File: config.mk
export PLATFORM = sky130hd
export DESIGN_NAME = bldc_hall_commutation_speed
export DESIGN_NICKNAME = d
export VERILOG_FILES = /design/src/rtl/core/bhcs_pkg.sv /design/src/rtl/core/bldc_hall_commutation_speed.sv
export SDC_FILE = /design/constraint.sdc
export NUM_CORES = 1
export LEC_CHECK = 0
export ABC_AREA = 1
export BUFFER_PORTS_ARGS = -buffer_cell sky130_fd_sc_hd__buf_2
export CAP_MARGIN = 10
export CORE_UTILIZATION = 60
export CTS_CLUSTER_DIAMETER = 30
export CTS_CLUSTER_SIZE = 20
export DETAILED_ROUTE_END_ITERATION = 6
export HOLD_SLACK_MARGIN = 0.06
export PLACE_DENSITY = 0.84
export SLEW_MARGIN = 30
export SYNTH_ARGS = -nofsm -noshare
export SYNTH_HDL_FRONTEND = slang
export SYNTH_SLANG_ARGS = --single-unit
File: constraint.sdc
create_clock -name clk -period 6.95 [get_ports clk]
set_clock_uncertainty 0.05 [all_clocks]
set_input_delay 1.0425 -clock clk [delete_from_list [all_inputs] [get_ports clk]]
set_output_delay 1.0425 -clock clk [all_outputs]
set_load 0.005 [all_outputs]
File: src/rtl/core/bhcs_pkg.sv
// Package: beat types, op and register codes, commutation tables for the Hall block.
`timescale 1ns / 1ps
`default_nettype none
package bhcs_pkg;

	localparam int NUM_W   = 22;
	localparam int QUOT_W  = 22;
	localparam int SPEED_W = 13;

	localparam logic [1:0] OP_TICK  = 2'd0;
	localparam logic [1:0] OP_HALL  = 2'd1;
	localparam logic [1:0] OP_SPEED = 2'd2;

	localparam logic [1:0] REG_POLE_PAIRS = 2'd0;
	localparam logic [1:0] REG_INDEX_POS  = 2'd1;
	localparam logic [1:0] REG_SPEED_NUM  = 2'd2;

	localparam logic [3:0]       POLE_PAIRS_RST = 4'd2;
	localparam logic [2:0]       INDEX_POS_RST  = 3'd1;
	localparam logic [NUM_W-1:0] SPEED_NUM_RST  = 22'd2343750;

	// ceil(2^17 / 3): (q * RECIP3) >> 17 is q / 3 for any 16-bit q
	localparam logic [16:0] RECIP3 = 17'd43691;

	typedef enum logic [1:0] {
		ST_IDLE,
		ST_DIV,
		ST_SCALE,
		ST_EMIT
	} state_t;

	typedef struct packed {
		logic [1:0] op;
		logic [2:0] hall_code;
		logic       direction;
	} in_t;

	typedef struct packed {
		logic [15:0]        drive_pattern;
		logic               revolution_done;
		logic [15:0]        period_average;
		logic [SPEED_W-1:0] speed_value;
		logic               speed_valid;
	} out_t;

	typedef logic [15:0] pat_tbl_t [8];

	localparam pat_tbl_t PATTERN_CW = '{
		16'h0000, 16'h0210, 16'h2004, 16'h0204,
		16'h0801, 16'h0810, 16'h2001, 16'h0000
	};
	localparam pat_tbl_t PATTERN_ACW = '{
		16'h0000, 16'h2001, 16'h0810, 16'h0801,
		16'h0204, 16'h2004, 16'h0210, 16'h0000
	};

endpackage
`default_nettype wire

File: src/rtl/core/bldc_hall_commutation_speed.sv
// Top level: Hall commutation, revolution period averaging and iterative speed divider.
//
//  channel | direction | handshake         | beat
//  --------+-----------+-------------------+-----------------------------
//  in      | sink      | in_valid/in_stall | in_t: op, hall_code, direction
//  out     | source    | out_valid/out_stall | out_t: pattern, flags, speed
//  cfg     | sink      | cfg_we            | cfg_index, cfg_data
//
// Tick and Hall beats go from idle straight to emit; a speed request runs 22 restoring
// divide steps through one shared subtract/compare unit, one scale multiply, one emit.
// in_stall is high whenever the sequencer is not idle; the result register lets
// a new input beat be taken while the previous result is still stalled.
// Reset clears control and period state and loads register defaults; no clearing pass.
`timescale 1ns / 1ps
`default_nettype none
module bldc_hall_commutation_speed
	import bhcs_pkg::*;
#(
	parameter int TIMER_WIDTH = 16
) (
	input  wire logic             clk,
	input  wire logic             arst_n,
	input  wire logic             in_valid,
	output logic                  in_stall,
	input  wire in_t              in_data,
	output logic                  out_valid,
	input  wire logic             out_stall,
	output out_t                  out_data,
	input  wire logic             cfg_we,
	input  wire logic [1:0]       cfg_index,
	input  wire logic [NUM_W-1:0] cfg_data
);

	localparam int TW = TIMER_WIDTH;
	localparam int RW = ((TW > NUM_W) ? TW : NUM_W) + 1;
	localparam int EW = (TW > 16) ? TW : 16;
	localparam int CW = $clog2(QUOT_W);
	localparam logic [CW-1:0] LAST_STEP = CW'(QUOT_W - 1);

	state_t state_q, state_d;

	logic [3:0]       pole_pairs_q;
	logic [2:0]       index_pos_q;
	logic [NUM_W-1:0] speed_num_q;

	logic [TW-1:0] tick_q;
	logic [3:0]    pole_cnt_q;
	logic [TW-1:0] avg_q;
	logic [15:0]   pattern_q;

	logic [RW-1:0]     rem_q;
	logic [NUM_W-1:0]  num_q;
	logic [QUOT_W-1:0] quot_q;
	logic [CW-1:0]     step_q;

	out_t res_q;

	logic          accept;
	logic          emit;
	logic          start_div;
	logic          div_last;
	logic [TW-1:0] tick_d;
	logic [3:0]    pole_cnt_d;
	logic [TW-1:0] avg_d;
	logic [15:0]   pattern_d;
	logic          done_d;
	logic [TW:0]   avg_sum;
	logic [EW-1:0] avg_ext;

	logic [RW-1:0] rem_sh;
	logic [RW-1:0] div_avg;
	logic          div_ge;
	logic [15:0]   quot_sat;
	logic [32:0]   scale_prod;

	assign accept = in_valid && !in_stall;

	// next state
	always_comb begin
		state_d = state_q;
		unique case (state_q)
			ST_IDLE: begin
				if (accept) begin
					state_d = (in_data.op == OP_SPEED) ? ST_DIV : ST_EMIT;
				end
			end
			ST_DIV: begin
				if (div_last) begin
					state_d = ST_SCALE;
				end
			end
			ST_SCALE: state_d = ST_EMIT;
			ST_EMIT: begin
				if (!out_valid || !out_stall) begin
					state_d = ST_IDLE;
				end
			end
			default: state_d = ST_IDLE;
		endcase
	end

	// sequencer outputs
	always_comb begin
		in_stall  = 1'b1;
		start_div = 1'b0;
		emit      = 1'b0;
		unique case (state_q)
			ST_IDLE: begin
				in_stall  = 1'b0;
				start_div = accept && (in_data.op == OP_SPEED);
			end
			ST_EMIT:  emit = !out_valid || !out_stall;
			default: begin
				in_stall = 1'b1;
			end
		endcase
	end

	assign div_last = (step_q == LAST_STEP);

	// commutation and period update
	assign avg_sum = {1'b0, avg_q} + {1'b0, tick_q};

	always_comb begin
		tick_d     = tick_q;
		pole_cnt_d = pole_cnt_q;
		avg_d      = avg_q;
		pattern_d  = pattern_q;
		done_d     = 1'b0;
		unique case (in_data.op)
			OP_TICK: tick_d = tick_q + TW'(1);
			OP_HALL: begin
				pattern_d = in_data.direction ? PATTERN_CW[in_data.hall_code]
				                              : PATTERN_ACW[in_data.hall_code];
				if (in_data.hall_code == index_pos_q) begin
					if (pole_cnt_q == pole_pairs_q) begin
						tick_d     = '0;
						avg_d      = avg_sum[TW:1];
						pole_cnt_d = 4'd1;
						done_d     = 1'b1;
					end else begin
						pole_cnt_d = pole_cnt_q + 4'd1;
					end
				end
			end
			default: begin
				tick_d = tick_q;
			end
		endcase
	end

	assign avg_ext = EW'(avg_d);

	// shared restoring divide step
	assign div_avg = RW'(avg_q);
	assign rem_sh  = {rem_q[RW-2:0], num_q[NUM_W-1]};
	assign div_ge  = (rem_sh >= div_avg);

	assign quot_sat   = (|quot_q[QUOT_W-1:16]) ? 16'hFFFF : quot_q[15:0];
	assign scale_prod = {1'b0, quot_sat} * {16'd0, RECIP3};

	always_ff @(posedge clk or negedge arst_n) begin
		if (!arst_n) begin
			state_q      <= ST_IDLE;
			pole_pairs_q <= POLE_PAIRS_RST;
			index_pos_q  <= INDEX_POS_RST;
			speed_num_q  <= SPEED_NUM_RST;
			tick_q       <= '0;
			pole_cnt_q   <= 4'd1;
			avg_q        <= '0;
			pattern_q    <= '0;
			out_valid    <= 1'b0;
		end else begin
			state_q <= state_d;
			if (cfg_we) begin
				unique case (cfg_index)
					REG_POLE_PAIRS: pole_pairs_q <= cfg_data[3:0];
					REG_INDEX_POS:  index_pos_q  <= cfg_data[2:0];
					REG_SPEED_NUM:  speed_num_q  <= cfg_data;
					default: begin
						pole_pairs_q <= pole_pairs_q;
					end
				endcase
			end
			if (accept) begin
				tick_q     <= tick_d;
				pole_cnt_q <= pole_cnt_d;
				avg_q      <= avg_d;
				pattern_q  <= pattern_d;
			end
			if (emit) begin
				out_valid <= 1'b1;
			end else if (!out_stall) begin
				out_valid <= 1'b0;
			end
		end
	end

	always_ff @(posedge clk) begin
		if (accept) begin
			res_q.drive_pattern   <= pattern_d;
			res_q.revolution_done <= done_d;
			res_q.period_average  <= avg_ext[15:0];
			res_q.speed_value     <= '0;
			res_q.speed_valid     <= (in_data.op == OP_SPEED);
		end
		if (start_div) begin
			rem_q  <= '0;
			num_q  <= speed_num_q;
			quot_q <= '0;
			step_q <= '0;
		end else if (state_q == ST_DIV) begin
			rem_q  <= div_ge ? (rem_sh - div_avg) : rem_sh;
			num_q  <= {num_q[NUM_W-2:0], 1'b0};
			quot_q <= {quot_q[QUOT_W-2:0], div_ge};
			step_q <= step_q + CW'(1);
		end
		if (state_q == ST_SCALE) begin
			res_q.speed_value <= scale_prod[SPEED_W+18:19];
		end
		if (emit) begin
			out_data <= res_q;
		end
	end

endmodule
`default_nettype wire

Word level (Yosys, flattened, before mapping)
Memories as Yosys holds them, arrays and structs flattened. Cells that the tools add are included.

Add/sub/neg operators: 5. $mul: 1. Divide/modulo/power cells: 0. $lt $le $gt $ge: 2. Equal/unequal tests: 16. Shift-type cells: 0. Multiplexer cells: 30. Bitwise operators: 1. Reduce and logical (&&, ||, !) cells: 19.

Operator list (number): two-way mux 16 bit (12); two-way mux 22 bit (3); multiplier 16 x 16 -> 32 bit, second input constant (1); one-hot mux 16 bit (2 select lines) (1); >= comparator 23 x 16 -> 1 bit (1); subtractor 22 x 16 -> 22 bit (1); adder 16 x 16 -> 17 bit (1); adder 16 x 1 -> 16 bit, second input constant (1); two-way mux 14 bit (1); two-way mux 13 bit (1); != test 2 bit, second input constant (5); == test 2 bit, second input constant (4); two-way mux 2 bit (4); one-hot mux 2 bit (4 select lines) (1); AND reduction 2 bit (4); == test 2 x 1 -> 1 bit, second input constant (3); zero test 2 bit (3); two-way mux 1 bit (6); AND reduction 3 bit (2); nonzero test 2 bit (3); OR reduction 6 bit (1); adder 5 x 1 -> 5 bit, second input constant (1); == test 5 bit, second input constant (1); adder 4 x 1 -> 4 bit, second input constant (1); other kinds (10) (12).

Register bits after elaboration: 249. Latch bits: 0. RAM bits: 0. Memory bits (read-only): 256. Input port bits: 35. Output and inout bits: 49. Word-level logic and storage cells: 99. Memories: 2.

Memory list: (no name shown) (depth 8, width 16, rd ports 1, clocked after memory_dff 0, write ports 0, line bldc_hall_commutation_speed.sv:134) `: PATTERN_ACW[in_data.hall_code];`; (no name shown) (depth 8, width 16, rd ports 1, clocked after memory_dff 0, write ports 0, line bldc_hall_commutation_speed.sv:133) `pattern_d = in_data.direction ? PATTERN_CW[in_data.hall_code]`.

Longest topological paths before layout
Word-level depth: 6. Gate-level depth with buffers: 30.

Least setup slack after synthesis
OpenSTA, ideal clock, no wires.

Kind: register to register. From: reg quot_q[16]. To: reg res_q[9] in the netlist's numbering (data pin). Library setup time: 0.255 ns. Arrival: 5.161 ns. Setup slack: 1.484 ns. Stages on the path, launching flop included: 26. Path buffers: 0. Period minus slack after synthesis: 5.466 ns. Cells stage by stage: dfxtp_1 nor2_1 inv_2 nor2_4 inv_2 nor2_1 inv_1 ha_1 ha_1 inv_1 fa_1 inv_1 fa_1 fa_1 inv_1 fa_1 inv_1 ha_1 a21oi_1 o21bai_1 a21oi_1 nor2_1 nor3_1 nand3_1 nand2_1 nor2_1.

Longest elaborated chain between the ends: 4.

Ends and longest elaborated chain: start, declared (line bldc_hall_commutation_speed.sv:53) `logic [QUOT_W-1:0] quot_q;`; start signal, assigned (line bldc_hall_commutation_speed.sv:215) `quot_q <= {quot_q[QUOT_W-2:0], div_ge};`; OR reduction 6 bit (line bldc_hall_commutation_speed.sv:159) `assign quot_sat = (|quot_q[QUOT_W-1:16]) ? 16'hFFFF : quot_q[15:0];`; two-way mux 16 bit (line bldc_hall_commutation_speed.sv:159); multiplier 16 x 16 -> 32 bit (line bldc_hall_commutation_speed.sv:160) `assign scale_prod = {1'b0, quot_sat} * {16'd0, RECIP3};`; two-way mux 13 bit (line bldc_hall_commutation_speed.sv:218) `if (state_q == ST_SCALE) begin`; end, declared (line bldc_hall_commutation_speed.sv:56) `out_t res_q;`.

Every way passes these cells. A chain may end at the register's enable or synchronous reset.

Worst setup path in the final report
From: reg quot_q[18]. To: reg res_q[4] in the netlist's numbering (data pin).

Same word-level chain as after synthesis.

==> results.toml <==
[place]
dpl_worst_slack_ns = 0.811
globalplace.congestion = 0.970
io_buffers = 83
detailed_place_hpwl_um = 30200

[yosys]
syn_area_per_cell_sq_um = 8.62
synth-warning-count = 0
synth_adder_area_share_pct = 20.5
ys_types = 58
synth.area.mux_share_pct = 1.25
synth_common_cells = "429 x nand2_1, 364 x inv_1, 160 x ha_1"
synth-seq-cells = 249
async_flop_share_pct = 33.7
yosysMostFrequentCell = "nand2_1"
synthTopCellsByArea = "edfxtp_1 20%, ha_1 12%, dfrtp_1 10%, nand2_1 9.4%, fa_1 8.9%"
synth_edf_count = 116
synth_ff_type = "edfxtp_1"
synthesis.nets = 2263
netlist.area_leader.share_pct = 20.3
syn-cell-area_sq_mm = 0.0172
synth-simple-area-share_pct = 19.0
synth-xor-area-share_pct = 2.86
synth-compound-area-share_pct = 8.87
ys_seq_area_share_pct = 38.3
synthCells = 1992
synth_top_family_by_area = "adder cells"
yosysTopAreaCell = "edfxtp_1"

[clock_tree]
cts_setup_buffers = 0
cts_buffer_depth = 3
hold_buffers = 0
path_clk_slew_ns = 0.05
clock-sinks = 249
clk_latency_ns = 0.56
cts_max_level = 2
cts_buffers = 46
ctsResizeCount = 0
clockRootBuffer = "clkbuf_16"
cts_tree = "yes"

[routing]
ant_nets = 0
first_pass_iters = 5
avgViaCountPerCell = 5.42
drc = 0
drtIter0Drc = 1134
wl_per_cell_um = 15.9
wl_um = 39800
via_count = 13626

[global_route]
antenna_found_initial = 0
grt_max_degree = 75
grt_pass1_vias = 13269
grt_pass1_wl_um = 65200
grt-ovfl-total = 0
grt_util_all_layers_pct = 28.2

[die]
fp.dieW_um = 171
coreArea_sq_mm = 0.0279
die_h_um = 171
start_util_pct = 61.5
dieArea_sq_mm = 0.0293
rows = 61
io_pins = 84

[setup_path]
crit_path_start = "quot_q[18]"
cp.required_ns = 7.28
critical_path_class = "reg -> reg"
worst-path-max-fanout = 13
endpoint_kind = "flop"
crit_arrival_ns = 6.58
start_kind = "flop"
r2r-start = "quot_q[18]"

[final_layout]
layout-drive-gt1-share_pct = 12.5
nFillCells = 2171
layout.nets = 2367
multi_input_area_sq_mm = 0.00903
syn2layout_area_growth_pct = 14.1
antennaDiodeCount = 0
register_area_sq_mm = 0.00658

[timing]
rsz0062_at_grt = "false"
fin_setup_tns_ns = 0
timing.max_slew.rel_slack_pct = 38.5
hold_violations = 0
fin_crit_sh_pct = 89.9
setup_viol = 0
worst_pin_slew_ns = 0.922
period_needed_ns = 6.25
slew_violations = 0
worst_slack_ns = 0.701
fmax_mhz = 160

[run]
drv_cap = 0

[hold_path]
holdCritPathClass = "in -> async"

[status]
status = "completed"
per-layer routing:
| metal | GRT usage [%] | wire length, um | vias to the layer above |
|---|---|---|---|
| met5 | 0 | 0 | - |
| li1 | - | - | 6684 |
| met1 | 40.5 | 18600 | 6491 |
| met4 | 6.44 | 652 | 0 |
| met3 | 4.53 | 2400 | 49 |
| met2 | 44.9 | 18100 | 402 |
placed cells by master, fill, tap and decap left out, drive strengths merged, types with 3 or more instances in the layout:
master,instances
a21oi,94
clkinv,8
a31oi,6
edfxtp,116
mux2,19
xnor2,19
o21bai,8
nand3b,7
nor4,5
clkinvlp,8
o211ai,7
and2,3
nor3,27
nand4,19
o31ai,9
fa,76
dfstp,13
dfrtp,71
o21ai,96
a21boi,9
buf,90
or2,5
nand3,83
nor2,161
nand2,448
a21o,3
inv,389
clkbuf,47
dfxtp,49
ha,160
bufinv,4
o22ai,26
o21a,5
xor2,37
through the flow:
stage | hold WS [ns] | area (sq um) | std cells | util (%)
final | 0.267 | 19600 | 2512 | 70.2
after global routing | 0.261 | 19600 | 2512 | 70.2
after CTS | 0.252 | 19600 | 2512 | 70.2
after detailed placement | 0.355 | 17900 | 2426 | 64.2
after global placement | 0.351 | 17900 | 2426 | 64.2
after floorplan | 0.350 | 17200 | 1992 | -
sequential cells by signal, summed over array words and instances, names as in the netlist, 2 cells and up:
register	flops
avg_q	16
index_pos_q	3
num_q	22
out_data	47
pattern_q	16
pole_cnt_q	4
pole_pairs_q	4
quot_q	22
rem_q	22
res_q	47
speed_num_q	22
state_q	2
step_q	5
tick_q	16
cell families after synthesis:
| group | count (synthesis) |
|---|---|
| AO/OA/AOI/OAI | 266 |
| XOR/XNOR | 56 |
| adder cells (fa/ha/maj) | 236 |
| buffers and inverters | 404 |
| flip-flops | 249 |
| multiplexers | 19 |
| AND/OR/NAND/NOR | 762 |
worst paths after layout:
kind / endpoint / slack, ns / depth (start not counted)
min in group clk: out_data[8] / 0.35 / 0
max in group asynchronous: pole_cnt_q[3] / 5.67 / 2
max reg2reg: res_q[4] / 0.70 / 25
min: pattern_q[12] / 0.27 / 1
max: res_q[4] / 0.70 / 25
min reg2reg: out_data[8] / 0.35 / 0
critical path, stage by stage (launching register included):
cell and delay (ns):
dfxtp_1 0.31, nor2_1 0.13, nand2_1 0.10, nor2_4 0.26, inv_2 0.15, nor2_1 0.22
inv_1 0.21, ha_1 0.39, ha_1 0.37, fa_1 0.53, inv_1 0.06, fa_1 0.48
inv_1 0.06, fa_1 0.53, inv_1 0.07, fa_1 0.53, inv_1 0.04, ha_1 0.32
nand2_1 0.12, nor2_1 0.16, nand4_1 0.10, o21ai_1 0.39, nand2_1 0.15, nand3_1 0.11
nand2_1 0.06, nor2_1 0.19
area by class of cell:
| cell class | count | area share, % |
|---|---|---|
| Multi-Input combinational cell | 1339 | 46.0 |
| Tap cell | 378 | 2.41 |
| Sequential cell | 249 | 33.6 |
| Clock buffer | 47 | 6.00 |
| Timing Repair Buffer | 90 | 2.42 |
| Clock inverter | 39 | 2.45 |
| Inverter | 370 | 7.09 |
Power is not shown: default switching activity piles up to over one toggle a cycle in this logic, so the estimate is an artifact.
